$ cat config.mk
export PLATFORM = sky130hd
export DESIGN_NAME = segment_chain_assembler
export DESIGN_NICKNAME = d
export VERILOG_FILES = /design/src/hw/rtl/segchn_pkg.sv /design/src/hw/rtl/segment_chain_assembler.sv
export SDC_FILE = /design/constraint.sdc
export NUM_CORES = 1
export LEC_CHECK = 0
export BUFFER_PORTS_ARGS = -buffer_cell sky130_fd_sc_hd__buf_2
export CAP_MARGIN = 20
export CELL_PAD_IN_SITES_DETAIL_PLACEMENT = 0
export CELL_PAD_IN_SITES_GLOBAL_PLACEMENT = 1
export CORE_MARGIN = 1
export CORE_UTILIZATION = 58
export CTS_CLUSTER_SIZE = 25
export DETAILED_ROUTE_END_ITERATION = 8
export GPL_TIMING_DRIVEN = 0
export MAX_ROUTING_LAYER = met4
export PLACE_DENSITY = 0.82
export RECOVER_POWER = 50
export SKIP_LAST_GASP = 1
export SLEW_MARGIN = 20
export SYNTH_ARGS = -nofsm -noshare
export SYNTH_HDL_FRONTEND = slang
export SYNTH_SLANG_ARGS = --single-unit
$ cat constraint.sdc
create_clock -name clk -period 14.2 [get_ports clk]
set_input_delay 2.13 -clock clk [delete_from_list [all_inputs] [get_ports clk]]
set_output_delay 2.13 -clock clk [all_outputs]
set_load 0.02 [all_outputs]
$ cat src/hw/rtl/segchn_pkg.sv
package segchn_pkg;

  // Widths of the id ports
  localparam int ID_FIELD_W = 16;

  // Default build
  localparam int DEF_MAX_SEGMENTS = 16;
  localparam int DEF_ID_BITS      = 16;

  // Input command codes
  localparam logic CMD_ADD      = 1'b0;
  localparam logic CMD_ASSEMBLE = 1'b1;

endpackage

$ cat src/hw/rtl/segment_chain_assembler.sv
// Add: accepted in IDLE, scans the stored segments for a duplicate, then stores the pair, no result.
// Assemble: per chain, states FIND, START and SEED start it, one table scan per segment
// joined plus one failing scan, then states ERD and EOUT for each waypoint.
// The segment table is a synchronous RAM with one read and one write port.
// Reset clears the control state, live flags, count and overflow flag; the
// RAM contents are left as they are and need no clearing pass.
module segment_chain_assembler #(
  parameter int MAX_SEGMENTS = segchn_pkg::DEF_MAX_SEGMENTS,
  parameter int ID_BITS      = segchn_pkg::DEF_ID_BITS
) (
  input  logic                              clk,
  input  logic                              rst_n,
  input  logic                              in_valid,
  output logic                              in_ready,
  input  logic                              in_cmd,
  input  logic [segchn_pkg::ID_FIELD_W-1:0] in_from_id,
  input  logic [segchn_pkg::ID_FIELD_W-1:0] in_to_id,
  output logic                              out_valid,
  input  logic                              out_ready,
  output logic [segchn_pkg::ID_FIELD_W-1:0] out_waypoint_id,
  output logic                              out_chain_last,
  output logic                              out_run_last,
  output logic                              out_dropped
);
  import segchn_pkg::*;

  localparam int SW    = (ID_BITS < ID_FIELD_W) ? ID_BITS : ID_FIELD_W;
  localparam int CW    = $clog2(MAX_SEGMENTS + 1);
  localparam int IW    = (MAX_SEGMENTS > 1) ? $clog2(MAX_SEGMENTS) : 1;
  localparam int BDEP  = 2 * MAX_SEGMENTS + 1;
  localparam int PW    = $clog2(BDEP);

  localparam logic [2:0] ST_IDLE  = 3'd0;
  localparam logic [2:0] ST_ADD   = 3'd1;
  localparam logic [2:0] ST_FIND  = 3'd2;
  localparam logic [2:0] ST_START = 3'd3;
  localparam logic [2:0] ST_SEED  = 3'd4;
  localparam logic [2:0] ST_GROW  = 3'd5;
  localparam logic [2:0] ST_ERD   = 3'd6;
  localparam logic [2:0] ST_EOUT  = 3'd7;

  // Storage
  logic [2*SW-1:0] seg_mem [MAX_SEGMENTS];
  logic [2*SW-1:0] seg_rd_r;
  logic [SW-1:0]   buf_mem [BDEP];
  logic [SW-1:0]   buf_rd_r;

  // Control
  logic [2:0]              state_r, state_nxt;
  logic [CW-1:0]           count_r, count_nxt;
  logic                    overflow_r, overflow_nxt;
  logic [MAX_SEGMENTS-1:0] live_r, live_nxt;
  logic [CW-1:0]           issue_r, issue_nxt;
  logic                    rd_vld_r, rd_vld_nxt;
  logic [IW-1:0]           rd_idx_r, rd_idx_nxt;
  logic                    out_valid_r, out_valid_nxt;

  // Datapath
  logic [SW-1:0] a_r, a_nxt;
  logic [SW-1:0] b_r, b_nxt;
  logic [SW-1:0] head_val_r, head_val_nxt;
  logic [SW-1:0] tail_val_r, tail_val_nxt;
  logic [PW-1:0] head_ptr_r, head_ptr_nxt;
  logic [PW-1:0] tail_ptr_r, tail_ptr_nxt;
  logic [PW-1:0] emit_ptr_r, emit_ptr_nxt;
  logic [ID_FIELD_W-1:0] out_id_r, out_id_nxt;
  logic out_chain_last_r, out_chain_last_nxt;
  logic out_run_last_r, out_run_last_nxt;
  logic out_dropped_r, out_dropped_nxt;

  // Memory ports
  logic [IW-1:0]   seg_raddr;
  logic            seg_we;
  logic [2*SW-1:0] seg_wdata;
  logic            buf_we;
  logic [PW-1:0]   buf_waddr;
  logic [SW-1:0]   buf_wdata;

  logic [SW-1:0] rd_start, rd_end;
  logic [IW-1:0] first_idx;
  logic          any_live;
  logic          hit_ts, hit_te, hit_hs, hit_he, hit_any, hit_live;
  logic          issue_more, scan_last;
  logic          chain_end;

  assign rd_start = seg_rd_r[2*SW-1:SW];
  assign rd_end   = seg_rd_r[SW-1:0];
  assign any_live = |live_r;

  always_comb begin
    first_idx = '0;
    for (int i = MAX_SEGMENTS - 1; i >= 0; i--) begin
      if (live_r[i]) first_idx = IW'(i);
    end
  end

  assign hit_live   = rd_vld_r && live_r[rd_idx_r];
  assign hit_ts     = rd_start == tail_val_r;
  assign hit_te     = rd_end   == tail_val_r;
  assign hit_hs     = rd_start == head_val_r;
  assign hit_he     = rd_end   == head_val_r;
  assign hit_any    = hit_live && (hit_ts || hit_te || hit_hs || hit_he);
  assign issue_more = issue_r < CW'(MAX_SEGMENTS);
  assign scan_last  = rd_idx_r == IW'(MAX_SEGMENTS - 1);
  assign chain_end  = emit_ptr_r == tail_ptr_r;

  always_comb begin
    state_nxt          = state_r;
    count_nxt          = count_r;
    overflow_nxt       = overflow_r;
    live_nxt           = live_r;
    issue_nxt          = issue_r;
    rd_vld_nxt         = 1'b0;
    rd_idx_nxt         = issue_r[IW-1:0];
    out_valid_nxt      = out_valid_r;
    a_nxt              = a_r;
    b_nxt              = b_r;
    head_val_nxt       = head_val_r;
    tail_val_nxt       = tail_val_r;
    head_ptr_nxt       = head_ptr_r;
    tail_ptr_nxt       = tail_ptr_r;
    emit_ptr_nxt       = emit_ptr_r;
    out_id_nxt         = out_id_r;
    out_chain_last_nxt = out_chain_last_r;
    out_run_last_nxt   = out_run_last_r;
    out_dropped_nxt    = out_dropped_r;
    seg_raddr          = issue_r[IW-1:0];
    seg_we             = 1'b0;
    seg_wdata          = {a_r, b_r};
    buf_we             = 1'b0;
    buf_waddr          = tail_ptr_r;
    buf_wdata          = tail_val_r;

    if (out_valid_r && out_ready) out_valid_nxt = 1'b0;

    unique case (state_r)
      ST_IDLE: begin
        issue_nxt = '0;
        if (in_valid) begin
          if (in_cmd == CMD_ADD) begin
            a_nxt     = in_from_id[SW-1:0];
            b_nxt     = in_to_id[SW-1:0];
            state_nxt = ST_ADD;
          end else begin
            state_nxt = ST_FIND;
          end
        end
      end

      ST_ADD: begin
        // Scan stored pairs for an exact duplicate
        if (issue_r < count_r) begin
          rd_vld_nxt = 1'b1;
          issue_nxt  = issue_r + 1'b1;
        end
        if (hit_live && rd_start == a_r && rd_end == b_r) begin
          state_nxt = ST_IDLE;
        end else if (!rd_vld_r && !(issue_r < count_r)) begin
          if (count_r >= CW'(MAX_SEGMENTS)) begin
            overflow_nxt = 1'b1;
          end else begin
            seg_we                       = 1'b1;
            live_nxt[count_r[IW-1:0]]    = 1'b1;
            count_nxt                    = count_r + 1'b1;
          end
          state_nxt = ST_IDLE;
        end
      end

      ST_FIND: begin
        seg_raddr = first_idx;
        if (any_live) begin
          live_nxt[first_idx] = 1'b0;
          state_nxt           = ST_START;
        end else begin
          count_nxt    = '0;
          overflow_nxt = 1'b0;
          state_nxt    = ST_IDLE;
        end
      end

      ST_START: begin
        head_val_nxt = rd_start;
        tail_val_nxt = rd_end;
        head_ptr_nxt = PW'(MAX_SEGMENTS);
        tail_ptr_nxt = PW'(MAX_SEGMENTS + 1);
        buf_we       = 1'b1;
        buf_waddr    = PW'(MAX_SEGMENTS);
        buf_wdata    = rd_start;
        state_nxt    = ST_SEED;
      end

      ST_SEED: begin
        buf_we    = 1'b1;
        issue_nxt = '0;
        state_nxt = ST_GROW;
      end

      ST_GROW: begin
        if (issue_more) begin
          rd_vld_nxt = 1'b1;
          issue_nxt  = issue_r + 1'b1;
        end
        if (hit_any) begin
          // Join at the tail first, then at the head; restart the scan
          live_nxt[rd_idx_r] = 1'b0;
          rd_vld_nxt         = 1'b0;
          issue_nxt          = '0;
          buf_we             = 1'b1;
          if (hit_ts || hit_te) begin
            tail_val_nxt = hit_ts ? rd_end : rd_start;
            tail_ptr_nxt = tail_ptr_r + 1'b1;
            buf_waddr    = tail_ptr_r + 1'b1;
            buf_wdata    = tail_val_nxt;
          end else begin
            head_val_nxt = hit_hs ? rd_end : rd_start;
            head_ptr_nxt = head_ptr_r - 1'b1;
            buf_waddr    = head_ptr_r - 1'b1;
            buf_wdata    = head_val_nxt;
          end
        end else if (rd_vld_r && scan_last) begin
          emit_ptr_nxt = head_ptr_r;
          state_nxt    = ST_ERD;
        end
      end

      ST_ERD: begin
        state_nxt = ST_EOUT;
      end

      ST_EOUT: begin
        if (!out_valid_r || out_ready) begin
          out_valid_nxt      = 1'b1;
          out_id_nxt         = ID_FIELD_W'(buf_rd_r);
          out_chain_last_nxt = chain_end;
          out_run_last_nxt   = chain_end && !any_live;
          out_dropped_nxt    = overflow_r;
          if (chain_end) begin
            state_nxt = ST_FIND;
          end else begin
            emit_ptr_nxt = emit_ptr_r + 1'b1;
            state_nxt    = ST_ERD;
          end
        end
      end

      default: state_nxt = ST_IDLE;
    endcase
  end

  always_ff @(posedge clk) begin
    if (!rst_n) begin
      state_r     <= ST_IDLE;
      count_r     <= '0;
      overflow_r  <= 1'b0;
      live_r      <= '0;
      issue_r     <= '0;
      rd_vld_r    <= 1'b0;
      out_valid_r <= 1'b0;
    end else begin
      state_r     <= state_nxt;
      count_r     <= count_nxt;
      overflow_r  <= overflow_nxt;
      live_r      <= live_nxt;
      issue_r     <= issue_nxt;
      rd_vld_r    <= rd_vld_nxt;
      out_valid_r <= out_valid_nxt;
    end
  end

  always_ff @(posedge clk) begin
    rd_idx_r         <= rd_idx_nxt;
    a_r              <= a_nxt;
    b_r              <= b_nxt;
    head_val_r       <= head_val_nxt;
    tail_val_r       <= tail_val_nxt;
    head_ptr_r       <= head_ptr_nxt;
    tail_ptr_r       <= tail_ptr_nxt;
    emit_ptr_r       <= emit_ptr_nxt;
    out_id_r         <= out_id_nxt;
    out_chain_last_r <= out_chain_last_nxt;
    out_run_last_r   <= out_run_last_nxt;
    out_dropped_r    <= out_dropped_nxt;
  end

  // Segment table
  always_ff @(posedge clk) begin
    if (seg_we) seg_mem[count_r[IW-1:0]] <= seg_wdata;
    seg_rd_r <= seg_mem[seg_raddr];
  end

  // Chain buffer
  always_ff @(posedge clk) begin
    if (buf_we) buf_mem[buf_waddr] <= buf_wdata;
    buf_rd_r <= buf_mem[emit_ptr_r];
  end

  assign in_ready        = state_r == ST_IDLE;
  assign out_valid       = out_valid_r;
  assign out_waypoint_id = out_id_r;
  assign out_chain_last  = out_chain_last_r;
  assign out_run_last    = out_run_last_r;
  assign out_dropped     = out_dropped_r;

endmodule

# After elaboration in Yosys (flattened, before gate mapping)
# Memory sizes are Yosys's and may differ from the RTL's. A register that Yosys moved wholly into a read port is not among the register bits.
# Index checks and enable logic that the tools add are counted.
[totals] elab_cells=208 ramBits=1040 mem_count=2 out_inout_bits=21 inputBits=37 regBits=137
[op_classes] n_reduce_logical=38 n_mux=97 n_eq_ne=32 n_addsub=5 bitwise=6 n_lt_le_gt_ge=9
[mem_list] name="buf_mem" words=33 word_bits=16 rd=1 rd_ports_with_merged_regs=1 write_ports=1 line="segment_chain_assembler.sv:45" rtl="logic [SW-1:0] buf_mem [BDEP];"
[mem_list] name="seg_mem" words=16 word_bits=32 rd=1 rd_ports_with_merged_regs=1 write_ports=1 line="segment_chain_assembler.sv:43" rtl="logic [2*SW-1:0] seg_mem [MAX_SEGMENTS];"
[op_table] cell="$mux W16" count=13
[op_table] cell="$eq A16 B16 Y1" count=6
[op_table] cell="$pmux W16 S2" count=3
[op_table] cell="$mux W4" count=17
[op_table] cell="$mux W6" count=10
[op_table] cell="$pmux W16 S3" count=1
[op_table] cell="$pmux W6 S2" count=4
[op_table] cell="$mux W5" count=7
[op_table] cell="$and A16 B16 Y16" count=2
[op_table] cell="$not A16 Y16" count=2
[op_table] cell="$ne A2 B2 Y1 const B" count=15
[op_table] cell="$pmux W3 S8" count=1
[op_table] cell="$mux W1" count=23
[op_table] cell="$mux W3" count=7
[op_table] cell="$reduce_and A5 Y1" count=4
[op_table] cell="$or A16 B16 Y16" count=1
[op_table] cell="$reduce_or A16 Y1" count=1
[op_table] cell="$lt A4 B5 Y1 const B" count=3
[op_table] cell="$pmux W5 S3" count=1
[op_table] cell="$add A6 B1 Y6 const B" count=2
[op_table] cell="$demux W1 S4" count=3
[op_table] cell="$eq A3 B3 Y1 const B" count=4
[op_table] cell="$ge A4 B1 Y1 const B" count=3
[op_table] cell="$reduce_and A3 Y1" count=4
[op_table] cell="24 further kinds" count=50

# Longest topological paths before layout
# Gate-level depths: netlist (run 1).
[logic_depth] ltp_word=24 mapped_depth=12 mapped_depth_nobuf=9

# Worst setup path before layout (run 1)
# No wires, ideal clock.
[synth_path] kind="reg2reg" start="reg count_r[2]" end="reg live_r[1]" synth_period_minus_slack_ps=5436 slack_ps=8764 t_required_ps=14128 setup_ps=72 t_arrival_ps=5364 path_stages_with_launch=10 n_path_buf=1 path_cell_list="dfxtp_1 > clkbuf_1 > inv_1 > ha_1 > a21oi_1 > o21a_1 > nor3_1 > nand2_1 > nor4_1 > o221a_2"
[synth_between] elab_chain_cells=9 elab_cells_between_ends=17 classes_between="order compare: 4; eq/ne: 2; mux: 6; bitwise: 1; reduce/logical: 4"
[synth_rtl] item="start: declaration" line="segment_chain_assembler.sv:50" rtl="logic [CW-1:0] count_r, count_nxt;"
[synth_rtl] item="start signal: assignment" line="segment_chain_assembler.sv:262" rtl="count_r <= count_nxt;"
[synth_rtl] item="$lt A4 B5 Y1 (implied by the code) or $ge A4 B1 Y1 (tied branches)" line="segment_chain_assembler.sv:163" rtl="live_nxt[count_r[IW-1:0]] = 1'b1;"
[synth_rtl] item="$logic_and A1 B1 Y1 (implied by the code)" line="segment_chain_assembler.sv:163"
[synth_rtl] item="$mux W1 (implied by the code)" line="segment_chain_assembler.sv:163"
[synth_rtl] item="$demux W1 S4" line="segment_chain_assembler.sv:163"
[synth_rtl] item="$or A16 B16 Y16 (no source line)"
[synth_rtl] item="$mux W16" line="segment_chain_assembler.sv:159" rtl="if (count_r >= CW'(MAX_SEGMENTS)) begin"
[synth_rtl] item="$mux W16" line="segment_chain_assembler.sv:158" rtl="end else if (!rd_vld_r && !(issue_r < count_r)) begin"
[synth_rtl] item="$mux W16" line="segment_chain_assembler.sv:156" rtl="if (hit_live && rd_start == a_r && rd_end == b_r) begin"
[synth_rtl] item="$pmux W16 S3" line="segment_chain_assembler.sv:136" rtl="unique case (state_r)"
[synth_rtl] item="end signal: assignment" line="segment_chain_assembler.sv:264" rtl="live_r <= live_nxt;"
[synth_rtl] item="end: declaration" line="segment_chain_assembler.sv:52" rtl="logic [MAX_SEGMENTS-1:0] live_r, live_nxt;"
# Several ways; a longest one is shown, not always the timed one. The select of a mux whose other input is x is not followed.
# A chain may end at the register's enable or synchronous reset.

# Final worst setup path (run 1)
[layout_path] start="reg issue_r[0]" end="mem seg_mem[11][18] in the netlist's numbering (enable)"
[layout_between] elab_chain_cells=8
[layout_rtl] item="start: declaration" line="segment_chain_assembler.sv:53" rtl="logic [CW-1:0] issue_r, issue_nxt;"
[layout_rtl] item="start signal: assignment" line="segment_chain_assembler.sv:265" rtl="issue_r <= issue_nxt;"
[layout_rtl] item="$lt A5 B5 Y1" line="segment_chain_assembler.sv:158"
[layout_rtl] item="$logic_not A1 Y1" line="segment_chain_assembler.sv:158"
[layout_rtl] item="$logic_and A1 B1 Y1" line="segment_chain_assembler.sv:158"
[layout_rtl] item="$mux W1" line="segment_chain_assembler.sv:158"
[layout_rtl] item="$mux W1" line="segment_chain_assembler.sv:156"
[layout_rtl] item="$mux W1" line="segment_chain_assembler.sv:136"
[layout_rtl] item="$mux W1" line="segment_chain_assembler.sv:288" rtl="if (seg_we) seg_mem[count_r[IW-1:0]] <= seg_wdata;"
[layout_rtl] item="$mux W1 (implied by the code)" line="segment_chain_assembler.sv:288"
[layout_rtl] item="end: declaration" line="segment_chain_assembler.sv:43"
# No other way between the ends.

==> out/metrics.cfg, run 1 <==
[synth]
synth_flop_cell = edfxtp_1
ys_seq_area_share_pct = 71.75
synth_top_area_share_pct = 68.40
synth-warning-count = 0
synth_common_cells = 1141 x edfxtp_1, 235 x nand2_1, 192 x clkbuf_1
synth-edff-count = 1141
muxShareOfSynthArea_pct = 8.295
synth_adder_area_share_pct = 0.2997
netlist_area_um2 = 50100
synthArstFlopShare_pct = 0
synth_top_family_by_area = compound AO/OA/AOI/OAI gates
netlist_top_cells_area = edfxtp_1 68%, mux4_2 7.4%, dfxtp_1 3.4%
synth_nets = 3172
synth-xor-area-share_pct = 2.028
post_synth_num_cell_types = 73
yosys.area_share.simple_pct = 6.149
synth.most_common_cell = edfxtp_1
ys_seq_elements = 1225
synth_compound_area_share_pct = 8.954
syn_area_per_cell_um2 = 16.04
postSynthCellCount = 3123
yosys.area.top_type = edfxtp_1

[route]
dr.pass1.iters = 6
final_antenna_net_count = 0
wl_per_cell_um = 29.89
via_count = 30450
drc = 0
vias_per_cell = 6.563
drt_wl_total_um = 138700
drt_iter0_markers = 3737

[global_route]
overflow = 0
grt_pass1_wl_um = 204300
grt_pass1_vias = 30750
antenna_found_initial = 0
grt_usage_pct = 33.46
grt_max_degree = 34

[critical_path]
required_ps = 14500
crit_type = flip-flop to flip-flop
worstPathArrival_ps = 5560
r2r_slack_ps = 8940
r2r-start = issue_r[0]
crit_fanout = 22
cpPeakStageDelay_ps = 1430
cp_slowest_cell = clkbuf_1
crit_chain = clkbuf_1 -> nand2b_1 -> a21o_1 -> a21oi_1 -> o21a_1 -> nor3_1 -> nand2_1 -> nor2_1 -> clkbuf_1
crit_path_frequent_cell = clkbuf_1
endpoint_kind = flip-flop
ff2ff_path_depth = 9
worstReg2RegEnd = seg_mem[11][18]
setup.worst_path.start_class = flip-flop

[timing]
worst_pin_slew_ps = 2033
grt_setup_unrepaired = no
fmax_mhz = 190.2
fin_crit_ps = 5258
hold_viol_final = 0
max_slew_margin_pct = -36.02
fin_tns_setup_ps = 0
slew_violations = 293
finClkSkew_ps = 20.95
fin_crit_sh_pct = 37.03
setup_violations = 0

[finish]
drive_gt1_share_pct = 15.31
synthToLayoutAreaGrowth_pct = 13.64
register_area_um2 = 35940
n_fill_cell = 5846
layout.cells.non_filler = 4640
multiInputGateArea_um2 = 13140
nNetsFinal = 3441
postLayoutCoreUtil_pct = 66.65

[cts]
cts_num_sinks = 1225
clkTransAtPathRegs_ps = 60
clkLatencyLatePin_ps = 730
root_buffer = clkbuf_16
numCtsBuffers = 119
cts-htree-levels = 3
cts_buffer_depth = 3
cts_tree = built
post_cts_resized = 0
hold_buffers = 0
postCtsSetupBuffers = 0

[hold_path]
min_from = issue_r[0]
min_path_cells = 0
min_path_type = flip-flop to flip-flop
hold_end = rd_idx_r[0]

[die]
io_pins = 58
fp.dieH_um = 295.9
fp.dieW_um = 295.9
std_cell_rows = 107
die-area_um2 = 87550
core_um2 = 85410
initial_utilization_pct = 58.65

[place]
dp_hpwl_um = 94920
gp_congestion = 0.9072
place_inst = 4415
port_buffers = 57

[pwr]
p_sw_mw = 1.802
ir_drop_uv = 139.8
p_seq_share_pct = 51.9
p_int_mw = 6.008
combPwrFrac_pct = 6.6
total_power_mw = 7.810
leakagePower_nw = 17.97
p_sw_share_pct = 23.07
pwr-share-clk_pct = 41.5
pwr_density_cell_nw_per_um2 = 137.2

[outcome]
status = finished with violations
violations = max-capacitance violations, max-slew violations

[job]
maxCapViolations = 14

-- power groups by stage --
stage	clock network [mW]	logic [mW]	registers [mW]
after floorplan	0	0.305	4.09
after global placement	0	0.467	4.13
after detailed placement	0	0.504	4.13
after CTS	3.26	0.508	4.05
after global routing	3.39	0.544	4.06
final	3.24	0.512	4.05
-- sequential cells by signal, indices dropped and copies added, names as in the netlist, 5 cells and up --
register / cells
tail_val_r: 16
seg_mem: 512
head_ptr_r: 6
buf_rd_r: 16
buf_mem: 528
tail_ptr_r: 6
a_r: 16
live_r: 16
emit_ptr_r: 6
head_val_r: 16
issue_r: 5
b_r: 16
count_r: 5
out_waypoint_id: 16
seg_rd_r: 32
-- worst max-delay path by stage --
stage	start	end	slack, ps	depth (start not counted)
3_3_place_gp	issue_r[0]	live_r[3]	4250	9
4_1_cts	seg_rd_r[15]	buf_mem[2][15]	9130	10
5_1_grt	count_r[2]	seg_mem[10][15]	8840	9
2_1_floorplan	count_r[2]	live_r[1]	8760	9
6_report	issue_r[0]	seg_mem[11][18]	8940	9
3_5_place_dp	seg_rd_r[15]	buf_mem[2][8]	9160	10
-- kinds of logic (layout without fill, tap and decap cells) --
kind of cell,count (synthesis),in the layout
buffers and inverters,331,703
adders and majority gates,12,12
other,0,1
and+or+nand+nor,638,638
muxes,206,206
DFF,1225,1225
xor gates and xnor gates,116,116
AOI/OAI and AO/OA,595,595
-- layer usage --
| metal | vias up | GRT usage, % | wire (um) |
|---|---|---|---|
| li1 | 12980 | - | - |
| met1 | 15410 | 41.30 | 51340 |
| met2 | 1667 | 53.57 | 67860 |
| met3 | 395 | 4.856 | 10460 |
| met4 | 0 | 18.56 | 9002 |
| met5 | - | - | 0 |
-- worst max-delay path: cells and delay by family, from the launching register on --
kind,cells,cell delay (ps)
AND/OR/NAND/NOR,4,2040
buffers and inverters,2,1970
AO/OA/AOI/OAI,3,430
flip-flops,1,360
-- layout by cell type (no fill, tap or decap), types with 12 or more instances in the layout --
cell type,instances
clkbuf_8,14
xor2_1,73
buf_8,22
bufinv_16,13
buf_1,28
mux4_2,164
o21ai_0,55
nor3_1,19
edfxtp_1,1141
mux2_2,20
inv_1,101
nand4_1,19
o211ai_1,126
clkinv_2,23
a21boi_0,38
a311o_1,31
clkinv_1,16
nor2_2,32
nor4_1,26
o221a_2,14
clkbuf_1,279
a211oi_1,35
a31oi_1,34
o21ai_4,14
xnor2_1,43
clkbuf_16,121
a32oi_1,67
nand2_1,235
a21oi_1,67
buf_2,47
dfxtp_1,84
nand2b_1,40
a32o_1,31
nor3b_1,33
o311a_1,31
ha_1,12
mux2i_1,21
nand3_1,143
nor2_1,50
a22oi_1,19
-- per-stage QoR --
stage,area [um^2],hold WS [ps],worst slack [ps]
5_1_grt,56930,402.5,8841
3_3_place_gp,51810,371.6,4248
3_5_place_dp,53410,370.6,9163
6_report,56930,383.3,8942
4_1_cts,57440,380.7,9131
2_1_floorplan,50100,354.0,8764
-- area by class of cell --
| type | instances | area share (%) |
|---|---|---|
| antenna | 1 | 0.004396 |
| buffer | 230 | 1.541 |
| clock buffer | 158 | 5.809 |
| clock inverter | 66 | 1.266 |
| inverter | 101 | 0.6659 |
| multi-input combinational | 1567 | 23.09 |
| sequential | 1225 | 63.14 |
| tap | 1144 | 2.514 |
| timing repair buffer | 148 | 1.976 |
(Power assumes the default switching activity.)
==> run 2: changes to the inputs <==
Settings changed: ABC_AREA from default to 1, CORE_UTILIZATION 58 to 46, PLACE_DENSITY 0.82 to 0.73.
Clock period 14.2 ns to 4.62 ns, I/O delays scaled along.
==> run 2 against run 1 <==
  * Register-to-register slack worse by 8700 ps
  * Final area rose by 4.9%
  * Maximum frequency increased by 20%
  * Core utilization shrank 13 points
  * Sequential share of layout area is 2.9 points lower
  * Total power grew to 3.7 times the previous value
  * Area after synthesis grew 3.3%
  * Global-route usage decreased by 4.4 points
  * The run still ends with max-capacitance violations, max-slew violations left
  * Critical endpoint is now buf_mem[17][4]
  * Sequential power grew to 3.2 times the previous value
  * Cell count rose by 41%
  * First-iteration DRC count is 0.96% higher
  * Critical path depth grew 4
==> out/metrics.cfg, run 2 <==
[pwr]
pwr_density_cell_nw_per_um2 = 478.9  ; +250%
total_power_mw = 28.59  ; +270%
ir_drop_uv = 353.1  ; +150%
leakagePower_nw = 21.84  ; +22%

[timing]
hold_viol_final = 0  ; unchanged
fin_tns_setup_ps = 0  ; unchanged
fin_crit_sh_pct = 94.78  ; +58 points
slew_violations = 45  ; -85%
fin_ws_ps = 241.0  ; -8701 ps
max_slew_margin_pct = -7.851  ; +28 points
finClkSkew_ps = 17.20  ; -3.751 ps
fin_crit_ps = 4379  ; -879.0 ps
worst_pin_slew_ps = 1610  ; -422.6 ps
fmax_mhz = 228.4  ; +20%
setup_violations = 0  ; unchanged
grt_setup_unrepaired = no

[synth]
synth-edff-count = 1141  ; unchanged
netlist_area_um2 = 51730  ; +3.3%
yosys.area.top_type = edfxtp_1
post_synth_num_cell_types = 45  ; -38%
netlist_top_cells_area = edfxtp_1 66%, nand3_1 6.3%, nand2_1 6.2%
synth_nets = 4680  ; +48%
postSynthCellCount = 4631  ; +48%
synth_compound_area_share_pct = 6.815  ; -2.1 points
syn_area_per_cell_um2 = 11.17  ; -30%
yosys.area_share.simple_pct = 16.66  ; +11 points
synth_top_family_by_area = simple AND/OR/NAND/NOR gates
ys_seq_area_share_pct = 69.48  ; -2.3 points
synth-warning-count = 0  ; unchanged
ys_seq_elements = 1225  ; unchanged
synth_top_area_share_pct = 66.23  ; -2.2 points
synth.most_common_cell = edfxtp_1
muxShareOfSynthArea_pct = 0.03870  ; -8.3 points
synth-xor-area-share_pct = 1.574  ; -0.45 points
synth_common_cells = 1141 x edfxtp_1, 856 x nand2_1, 653 x nand3_1
synthArstFlopShare_pct = 0  ; unchanged
synth_flop_cell = edfxtp_1
synth_adder_area_share_pct = 0.2902  ; -0.0095 points

[die]
initial_utilization_pct = 46.55  ; -12 points
fp.dieW_um = 337.4  ; +14%
std_cell_rows = 122  ; +14%
fp.dieH_um = 337.4  ; +14%
core_um2 = 111100  ; +30%
die-area_um2 = 113800  ; +30%
io_pins = 58  ; unchanged

[route]
dr.pass1.iters = 6  ; unchanged
vias_per_cell = 5.577  ; -15%
via_count = 36520  ; +20%
drc = 0  ; unchanged
drt_iter0_markers = 3773  ; +0.96%
final_antenna_net_count = 0  ; unchanged
wl_per_cell_um = 24.38  ; -18%
drt_wl_total_um = 159700  ; +15%

[finish]
multiInputGateArea_um2 = 13390  ; +1.9%
drive_gt1_share_pct = 9.231  ; -6.1 points
fin_area_um2 = 59690  ; +4.9%
register_area_um2 = 35940  ; unchanged
nNetsFinal = 5004  ; +45%
final_common_cell = edfxtp_1
postLayoutCoreUtil_pct = 53.72  ; -13 points
synthToLayoutAreaGrowth_pct = 15.38
largest_reg_flops = 528  ; unchanged
final_cell_mix = 1141 x edfxtp_1, 857 x nand2_1, 653 x nand3_1
top_register = buf_mem
n_fill_cell = 9696  ; +66%

[cts]
root_buffer = clkbuf_16
cts_buffer_depth = 3  ; unchanged
cts-htree-levels = 4  ; +1
clkTransAtPathRegs_ps = 60  ; about the same
post_cts_resized = 0  ; unchanged
clkLatencyLatePin_ps = 740  ; about the same
cts_num_sinks = 1225  ; unchanged
postCtsSetupBuffers = 0  ; unchanged
numCtsBuffers = 133  ; +12%
cts_tree = built
hold_buffers = 0  ; unchanged

[global_route]
grt_max_degree = 26  ; -24%
grt_pass1_wl_um = 232500  ; +14%
overflow = 0  ; unchanged
grt_usage_pct = 29.05  ; -4.4 points
antenna_found_initial = 1  ; +1
grt_pass1_vias = 34620  ; +13%

[job]
maxCapViolations = 3  ; -11

[critical_path]
required_ps = 5070  ; -9430 ps
crit_path_frequent_cell = nand3_1
setup.worst_path.start_class = flip-flop
crit_fanout = 10  ; -55%
cp_slowest_cell = nor2_2
worstPathArrival_ps = 4820  ; -740 ps
crit_type = flip-flop to flip-flop
cpPeakStageDelay_ps = 820  ; -610 ps
r2r_slack_ps = 240  ; -8700 ps
crit_chain = clkbuf_1 -> xnor2_1 -> nand4_1 -> nor2_1 -> nand3_1 -> nand2_1 -> o211ai_2 -> inv_1 -> o21ai_0 -> nand3_1 -> nand3_1 -> nor2_2 -> buf_6
endpoint_kind = flip-flop

[outcome]
violations = max-capacitance violations, max-slew violations
status = finished with violations

[place]
dp_slack_ps = 317.8  ; -8845 ps
place_area_um2 = 55760  ; +4.4%
port_buffers = 56  ; -1.8%
gp_congestion = 0.9229  ; +1.7%
dp_hpwl_um = 112100  ; +18%

[hold_path]
min_path_type = input port to flip-flop

[run 2: changes by cell type in the layout (fill, tap and decap cells not counted), sizes merged, moves of 99 or more]
cell and delta:
inv +295, mux4 -165, nand2 +634, nand3 +510, nor2 +318, o211ai -102, o21ai +307, o22ai +99
[run 2: report_power, final]
| part | switching (mW) | internal, mW |
|---|---|---|
| clock | 4.41 | 6.40 |
| combinational | 3.26 | 1.38 |
| sequential | 0.468 | 12.7 |
[run 2: final cells by class]
cell class                 count  share of cell area [%]
antenna                        1                0.004192
clock inverter                73                   1.341
multi-input combinational   2732                   22.43
buffer                       282                   1.985
sequential                  1225                   60.22
inverter                     392                   2.465
timing repair buffer         189                   2.394
clock buffer                 166                   6.047
tap                         1488                   3.119
[run 2: final timing paths]
kind / from / endpoint / cells past startpoint
setup / recovery: seg_rd_r[24] / buf_mem[17][4] / 13
hold / removal: in_to_id[15] / b_r[15] / 1
setup reg to reg: seg_rd_r[24] / buf_mem[17][4] / 13
hold reg to reg: issue_r[1] / rd_idx_r[1] / 0
[run 2: cells by family (layout without fill, tap and decap cells)]
| logic type | after synthesis | count (layout) |
|---|---|---|
| multiplexers | 2 | 2 |
| adder cells (fa/ha/maj) | 12 | 12 |
| XOR/XNOR | 93 | 93 |
| AO/OA/AOI/OAI | 613 | 613 |
| other | 0 | 1 |
| AND/OR/NAND/NOR | 2012 | 2012 |
| flip-flops | 1225 | 1225 |
| buffers and inverters | 674 | 1102 |
[run 2: per-layer routing]
layer	vias to the layer above	share of wire [%]	track usage [%]	wire length, um
met5	-	0	-	0
met4	0	3.9	11.16	6295
met3	275	6.2	3.464	9940
met2	1378	49	47.32	77930
met1	17950	41	37.30	65490
li1	16910	-	-	-
[run 2: stage by stage]
stage	std cells	hold slack [ps]
floorplan	4631	370.7
global placement	6175	387.8
detailed placement	6308	388.7
CTS	6547	86.52
global route	6547	94.33
finish	6548	117.6
[run 2: critical path, delay by kind of cell (launching register included)]
family	cells	cell delay, ps
simple gates	7	2380
buf+inv	3	880
flops	1	310
compound gates	2	270
xor+xnor	1	230
